**src/rtl/assert_macros.svh**
```systemverilog
// Assertion macros used by the top level of the digest blocklist table.
`ifndef ASSERT_MACROS_SVH
`define ASSERT_MACROS_SVH

// Same-cycle implication, disabled during reset.
`define HBT_ASSERT_IMP(lbl, clk, rst_n, ante, cons, msg) \
  lbl: assert property (@(posedge clk) disable iff (!rst_n) (ante) |-> (cons)) \
    else $error(msg);

// Next-cycle implication, disabled during reset.
`define HBT_ASSERT_NXT(lbl, clk, rst_n, ante, cons, msg) \
  lbl: assert property (@(posedge clk) disable iff (!rst_n) (ante) |=> (cons)) \
    else $error(msg);

`endif

```
**src/rtl/hbt_pkg.sv**
```systemverilog
// Types and constants of the digest blocklist table.
package hbt_pkg;

  localparam int KEY_W           = 256;
  localparam int WORD_W          = 64;
  localparam int SEV_W           = 7;
  localparam int DEFAULT_ENTRIES = 64;

  localparam logic [SEV_W-1:0] SEV_MAX = 7'd100;

  // Command codes
  localparam logic [1:0] CMD_LOOKUP = 2'd0;
  localparam logic [1:0] CMD_INSERT = 2'd1;
  localparam logic [1:0] CMD_CLEAR  = 2'd2;

  typedef struct packed {
    logic [1:0]        command;
    logic [WORD_W-1:0] key_word_0;
    logic [WORD_W-1:0] key_word_1;
    logic [WORD_W-1:0] key_word_2;
    logic [WORD_W-1:0] key_word_3;
    logic [SEV_W-1:0]  severity_in;
  } in_item_t;

  typedef struct packed {
    logic             hit;
    logic [SEV_W-1:0] found_severity;
    logic             status;
  } out_item_t;

  // Search token handed from cell to cell
  typedef struct packed {
    logic             active;
    logic             hit;
    logic [SEV_W-1:0] found_sev;
    logic             free_found;
  } tok_t;

  // Controls broadcast from the sequencer to every cell
  typedef struct packed {
    logic is_insert;
    logic clear;
    logic alloc_en;
  } ctrl_t;

  typedef enum logic [1:0] {
    ST_IDLE,
    ST_SCAN,
    ST_FINISH
  } state_t;

endpackage

```
**src/rtl/hbt_cell.sv**
```systemverilog
// One table slot: stored key and severity, compare against the search token.
module hbt_cell #(
  parameter int IDX_W    = 6,
  parameter int CELL_IDX = 0
) (
  input  logic                     clk,
  input  logic                     rst_n,
  input  hbt_pkg::ctrl_t           ctrl,
  input  logic [IDX_W-1:0]         alloc_idx,
  input  logic [hbt_pkg::KEY_W-1:0] key_i,
  input  logic [hbt_pkg::SEV_W-1:0] sev_i,
  input  hbt_pkg::tok_t            tok_i,
  input  logic [IDX_W-1:0]         free_idx_i,
  output hbt_pkg::tok_t            tok_o,
  output logic [IDX_W-1:0]         free_idx_o
);
  import hbt_pkg::*;

  logic             valid_r, valid_nxt;
  logic [KEY_W-1:0] key_r, key_nxt;
  logic [SEV_W-1:0] sev_r, sev_nxt;
  tok_t             tok_r, tok_nxt;
  logic [IDX_W-1:0] free_idx_r, free_idx_nxt;
  logic             match;
  logic             first_free;
  logic             alloc_here;

  assign match      = tok_i.active & valid_r & (key_r == key_i);
  assign first_free = tok_i.active & ~valid_r & ~tok_i.free_found;
  assign alloc_here = ctrl.alloc_en & (alloc_idx == IDX_W'(CELL_IDX));

  // Merge this slot into the passing token
  always_comb begin
    tok_nxt.active     = tok_i.active;
    tok_nxt.hit        = tok_i.hit | match;
    tok_nxt.found_sev  = match ? sev_r : tok_i.found_sev;
    tok_nxt.free_found = tok_i.free_found | first_free;
    free_idx_nxt       = first_free ? IDX_W'(CELL_IDX) : free_idx_i;
  end

  // Update slot contents: clear, allocate, or overwrite severity on an insert hit
  always_comb begin
    valid_nxt = valid_r;
    key_nxt   = key_r;
    sev_nxt   = sev_r;
    if (ctrl.clear) begin
      valid_nxt = 1'b0;
    end else if (alloc_here) begin
      valid_nxt = 1'b1;
      key_nxt   = key_i;
      sev_nxt   = sev_i;
    end else if (match && ctrl.is_insert) begin
      sev_nxt = sev_i;
    end
  end

  always_ff @(posedge clk) begin
    if (!rst_n) begin
      valid_r <= 1'b0;
      tok_r   <= '0;
    end else begin
      valid_r <= valid_nxt;
      tok_r   <= tok_nxt;
    end
  end

  always_ff @(posedge clk) begin
    key_r      <= key_nxt;
    sev_r      <= sev_nxt;
    free_idx_r <= free_idx_nxt;
  end

  assign tok_o      = tok_r;
  assign free_idx_o = free_idx_r;

endmodule

```
**config.mk**
```make
export PLATFORM = sky130hd
export DESIGN_NAME = hbt_cell
export DESIGN_NICKNAME = d
export VERILOG_FILES = /design/src/rtl/assert_macros.svh /design/src/rtl/hbt_pkg.sv /design/src/rtl/hbt_cell.sv
export SDC_FILE = /design/constraint.sdc
export NUM_CORES = 1
export LEC_CHECK = 0
export ABC_CLOCK_PERIOD_IN_PS = 14600
export BUFFER_PORTS_ARGS = -buffer_cell sky130_fd_sc_hd__buf_2
export CAP_MARGIN = 20
export CORE_MARGIN = 2
export CORE_UTILIZATION = 40
export DETAILED_ROUTE_END_ITERATION = 16
export SYNTH_ARGS = -nofsm -noshare
export SYNTH_HDL_FRONTEND = slang
export SYNTH_SLANG_ARGS = --single-unit
export TNS_END_PERCENT = 50
```
**constraint.sdc**
```tcl
create_clock -name clk -period 14.6 [get_ports clk]
set_clock_uncertainty 0.2 [all_clocks]
set_input_delay 0.73 -clock clk [delete_from_list [all_inputs] [get_ports clk]]
set_output_delay 0.73 -clock clk [all_outputs]
set_load 0.1 [all_outputs]
```
==> results.toml, run 1 <==
[outcome]
outcome = "completed"

[clock_network]
h-tree-depth = 2
cts_buffers = 34
clock_path_buffers = 3
cts_tree = "done"
cts-resized-gates = 0
clock_sinks = 280
insertion_delay_ns = 0.50
clk_pin_slew_worst_paths_ns = 0.06
hold_buffers = 0
cts_root_buffer = "clkbuf_16"
postCtsSetupBuffers = 0

[critical_path]
worstPathRequired_ns = 14.53
rr_startpoint = "key_r[140]"
crit_chain = "buf_2 -> nor2b_1 -> a2111oi_0 -> nand4_1 -> nor4_2 -> and2_1 -> nand3_1 -> o22ai_1"
critical-path-top-delay-family = "simple AND/OR/NAND/NOR gates"
rr_endpoint = "sev_r[0]"
cp.arrival_ns = 3.71
path_class = "in -> reg"
ff2ff_setup_slack_ns = 10.89
ff2ff_path_depth = 7
crit_buf_inv = 1
worstSetupStartpoint = "key_i[206]"
slowest_stage = "a2111oi_0"
end_kind = "flop"
max_stage_delay_ns = 0.78
start_kind = "primary input"
crit_fanout = 8

[yosys]
syn-instance-count = 813
synth_mux_area_share_pct = 0
synthAdderAreaFrac_pct = 0
synth-simple-area-share_pct = 12.6
avgSynthCellArea_sq_um = 14.7
synthXorXnorAreaFrac_pct = 10.0
syn_nets = 1103
synth_area_leaders = "edfxtp_1 (66%), xor2_1 (6.0%), nor2b_1 (4.8%), xnor2_1 (4.0%), dfxtp_1 (2.8%)"
synth_edf_count = 263
syn_area_sq_um = 11900
synthArstFlopShare_pct = 0
yosysWarnings = 0
synth_compound_area_share_pct = 6.26
synth_top_family_by_area = "simple AND/OR/NAND/NOR gates"
synth_top_area_share_pct = 66.1
synth_flop_cell = "edfxtp_1"
synth_seq_cells = 280
ys_seq_area_share_pct = 69.0
synth_top_area_cell = "edfxtp_1"
synthDistinctLibCells = 40

[cells_and_area]
final_common_cell = "buf_2"
design_area_sq_um = 15100
num-nets-final = 1446
nFillCells = 2654
syn2layout_area_growth_pct = 26.3
final_layout_size_suffix_gt1_share_pct = 30.8
final_cell_mix = "buf_2 (305), edfxtp_1 (263), nor2b_1 (91)"

[drt]
dr.pass1.iters = 7
wl_per_cell_microns = 19.0
routed_via_density = 4.85
dr.first_iter.drc_count = 440
postRouteAntennaNets = 0
drc_errors = 0
totalWireLength_microns = 29900
via_count = 7640

[pwr]
power.leakage_nw = 5.63
power_density_nw_per_um2 = 120
irDropWorstVdd_v = 0.0000883

[floorplanning]
num_io_pins = 306
fp-row-count = 63
core_sq_um = 29500
fp.dieW_microns = 177
die_h_microns = 177
initial_core_util_pct = 40.5
dieArea_sq_um = 31300

[hold_path]
min_to = "sev_r[1]"
hp-class = "in -> reg"
hp-start = "sev_i[1]"
worstHoldPathCells = 1

[placement]
place_area_sq_um = 14000
port_buffers = 305
hpwl_microns = 23000
place.gp.congestion = 0.793

[sta]
finalSetupViolations = 0
max_freq_ghz = 0.265
fin_crit_sh_pct = 25.8
fin_tns_setup_ns = 0
worstMarginPinSlew_ns = 1.34
period_needed_ns = 3.77
maxSlewHeadroom_pct = 10.5
rsz0062_at_grt = "no"
finalHoldViolCount = 0
drv_slew = 0

[job]
maxCapViolCount = 0

[grt]
gr-total-overflow = 0
grt_max_degree = 181
grt_pass1_vias = 7728
grt_pass1_wl_microns = 43800
track_usage_pct = 18.8
grt_antenna_before_repair = 12
[report_power, final]
group          internal [mW]  leakage [nW]  switching (mW)  total, mW
combinational         0.0533          2.61          0.0698      0.123
clock                  0.491         0.519           0.312      0.803
sequential             0.883          2.51         0.00169      0.885
[metal layers]
| metal | vias up | GRT usage, % | wire, microns |
|---|---|---|---|
| li1 | 3754 | - | - |
| met1 | 3614 | 24.6 | 13100 |
| met2 | 223 | 30.6 | 14100 |
| met3 | 39 | 5.61 | 2190 |
| met4 | 10 | 5.03 | 462 |
| met5 | - | 0 | 62 |
[worst register-to-register path, cell delays in order (launching register included)]
cell and delay [ns]:
edfxtp_1 0.33, inv_1 0.05, a2111oi_0 0.80, nand4_1 0.29, nor4_2 0.53, and2_1 0.37
nand3_1 0.16, o22ai_1 0.62
[worst max-delay path by stage]
| stage | cells after the start | slack (ns) | endpoint |
|---|---|---|---|
| after floorplan | 3 | 1.79 | key_r[0] |
| after global placement | 8 | 10.42 | sev_r[1] |
| after detailed placement | 8 | 10.20 | sev_r[6] |
| after CTS | 8 | 10.73 | sev_r[0] |
| after global routing | 8 | 10.67 | sev_r[6] |
| final | 8 | 10.83 | sev_r[0] |
[Yosys cell counts (8+ instances only)]
cell type	number
dfxtp_1	17
a2111oi_0	19
o2111ai_1	14
edfxtp_1	263
o22ai_1	18
a21oi_1	10
nor2_1	8
nor4_1	33
nor2b_1	91
nand2b_1	44
a2111o_1	10
nand4_1	35
xnor2_1	55
xor2_1	82
inv_1	65
[registers in the layout (all words and copies together) (netlist names)]
signal and flops:
tok_o 10, key_r 256, free_idx_o 6, sev_r 7, valid_r 1
[layout make-up]
type	count	area, sq um	area share (%)
Antenna cell	8	20.0	0.133
Clock buffer	48	998	6.62
Clock inverter	8	63.8	0.423
Inverter	66	248	1.64
Multi-Input combinational cell	465	3450	22.9
Sequential cell	280	8240	54.6
Tap cell	390	488	3.24
Timing Repair Buffer	309	1570	10.4
[cell families after synthesis]
logic type / Yosys count
buffers and inverters: 68
flip-flops: 280
AO/OA/AOI/OAI: 94
XOR/XNOR: 137
AND/OR/NAND/NOR: 234
[stage by stage]
stage                     utilization [%]  hold WS [ns]  total power, mW  std cells  worst slack (ns)
after floorplan                         -         0.260            0.957        813              1.79
after global placement               47.5         0.283             1.02       1510             10.42
after detailed placement             47.5         0.296             1.03       1510             10.20
after CTS                            51.1         0.182             1.83       1566             10.73
after global routing                 51.1         0.191             1.87       1569             10.67
final                                51.1         0.204             1.81       1574             10.83
Power figures use the tool's default switching activity.
==> run 2: changes to the inputs <==
--- a/config.mk
+++ b/config.mk
@@ -5,7 +5,7 @@
 export SDC_FILE = /design/constraint.sdc
 export NUM_CORES = 1
 export LEC_CHECK = 0
-export ABC_CLOCK_PERIOD_IN_PS = 14600
+export ABC_CLOCK_PERIOD_IN_PS = 3540
 export BUFFER_PORTS_ARGS = -buffer_cell sky130_fd_sc_hd__buf_2
 export CAP_MARGIN = 20
 export CORE_MARGIN = 2
==> constraint.sdc (replaced) <==
create_clock -name clk -period 3.54 [get_ports clk]
set_clock_uncertainty 0.2 [all_clocks]
set_input_delay 0.177 -clock clk [delete_from_list [all_inputs] [get_ports clk]]
set_output_delay 0.177 -clock clk [all_outputs]
set_load 0.1 [all_outputs]
==> run 2 against run 1 <==
  * Setup slack got worse by 10 ns
  * Critical path depth rose by 1
  * Combinational power rose to 6.4 times the previous value
  * Routed wire length rose by 16%
  * Clock power rose to 4.0 times the previous value
  * Non-clock buffer count rose by 298
  * First-iteration DRC count fell by 1.8%
  * Clock-buffer cell count fell by 3
  * Sequential share of layout area fell by 9.0 points
  * Worst hold slack got worse by 0.14 ns
  * Utilization rose by 10 points
  * Critical endpoint is now sev_r[4]
==> results.toml, run 2 (synthesis results as in run 1) <==
[cells_and_area]
seq_area_sq_um = 8240
fin_util_pct = 61.2
final_cell_mix = "buf_2 (305), dlygate4sd3_1 (289), edfxtp_1 (263)"
syn2layout_area_growth_pct = 51.0
regMostFlops = "key_r"
final_layout_size_suffix_gt1_share_pct = 25.4
largest_reg_flops = 256
stdcell_count = 1876
num-nets-final = 1744
multi_input_area_sq_um = 3470
nFillCells = 2289
final_common_cell = "buf_2"

[critical_path]
cp.arrival_ns = 3.11
path_class = "reg -> reg"
worstPathRequired_ns = 3.55
crit_fanout = 8
end_kind = "flop"
start_kind = "flop"

[floorplanning]
fp-row-count = 63
die_h_microns = 177
fp.dieW_microns = 177
num_io_pins = 306
core_sq_um = 29500
initial_core_util_pct = 40.5
dieArea_sq_um = 31300

[outcome]
outcome = "completed"

[grt]
grt_antenna_before_repair = 6
grt_max_degree = 112
gr-total-overflow = 0
grt_pass1_wl_microns = 51400
grt_pass1_vias = 9754
track_usage_pct = 21.6

[clock_network]
cts_tree = "done"
postCtsSetupBuffers = 0
h-tree-depth = 2
cts_buffers = 34
insertion_delay_ns = 0.51
clock_sinks = 280
cts_root_buffer = "clkbuf_16"
clk_pin_slew_worst_paths_ns = 0.06
clock_path_buffers = 3

[pwr]
p_seq_share_pct = 47.5
p_total_mw = 7.69
power_frac_clock_pct = 42.3
power.leakage_nw = 6.89
swShare_pct = 22.2
switchingPower_mw = 1.71
pwr-share-comb_pct = 10.3
p_int_mw = 5.98
power_density_nw_per_um2 = 426
irDropWorstVdd_v = 0.000358

[sta]
drv_slew = 0
setup_ws_ns = 0.439
finalHoldViolCount = 0
finalSetupViolations = 0
fin_tns_setup_ns = 0
rsz0062_at_grt = "no"
worstMarginPinSlew_ns = 0.804
period_needed_ns = 3.10
fin_crit_sh_pct = 87.6
max_freq_ghz = 0.322
maxSlewHeadroom_pct = 46.3

[job]
maxCapViolCount = 0

[placement]
hpwl_microns = 23700
port_buffers = 305
place.gp.congestion = 0.787
dp_worst_setup_slack_ns = 0.524
dp.cells = 1519

[drt]
via_count = 8978
dr.pass1.iters = 7
dr.first_iter.drc_count = 432
totalWireLength_microns = 34600
drc_errors = 0
wl_per_cell_microns = 18.4
postRouteAntennaNets = 0
routed_via_density = 4.79

[hold_path]
hp-class = "in -> reg"
==> run 2: cell types whose count changed in the layout (fill, tap and decap cells not counted), moves of 3 or more <==
| cell | change |
|---|---|
| dlygate4sd3_1 | +289 |
| buf_4 | +8 |
| clkinv_2 | +4 |
| clkbuf_16 | -3 |
==> run 2: routing by layer <==
metal	GRT usage, %	wire length, microns	share of wire (%)	vias up
met5	0	0	0	-
met4	7.30	914	2.6	0
met3	4.64	2050	5.9	61
met2	37.7	17200	50	299
met1	26.5	14500	42	4268
li1	-	-	-	4350
==> run 2: through the flow <==
stage                     area, sq um  hold slack [ns]
after floorplan                 12000           0.0498
after global placement          14100            0.164
after detailed placement        14100            0.162
after CTS                       18000           0.0346
after global routing            18000           0.0640
final                           18000           0.0677
==> run 2: what timing repair did <==
action                    4_1_cts  5_1_grt
hold endpoints to repair      280        0
resized for setup               0        0
hold buffers                  289        0
==> run 2: final timing paths <==
path                    from        to  slack, ns  depth (start not counted)
setup / recovery  key_r[230]  sev_r[4]       0.44                          9
hold / removal       ctrl[2]  sev_r[1]       0.07                          4
setup reg to reg  key_r[230]  sev_r[4]       0.44                          9
hold reg to reg     sev_r[6]  tok_o[7]       0.35                          2
==> run 2: cell type report <==
class,count,share of cell area (%)
clock inverters,15,0.576
inverters,66,1.37
multi-input cells,465,19.2
diodes,8,0.111
repair buffers,607,25.2
clock buffers,45,5.12
flip-flops and latches,280,45.7
well taps,390,2.71
==> run 2: power groups by stage <==
stage                     clock (mW)  sequential [mW]  combinational [mW]
after floorplan                    0             3.80               0.150
after global placement             0             3.72               0.508
after detailed placement           0             3.72               0.517
after CTS                       3.33             3.65               0.780
after global routing            3.46             3.65               0.845
final                           3.25             3.65               0.788
==> run 2: critical path, stage by stage, from the launching register on <==
cell	delay (ns)
edfxtp_1	0.41
xor2_1	0.16
nor4_1	0.34
nand4_1	0.31
nor4_2	0.37
buf_4	0.18
and3_1	0.32
nand3_1	0.15
o22ai_1	0.17
buf_4	0.20
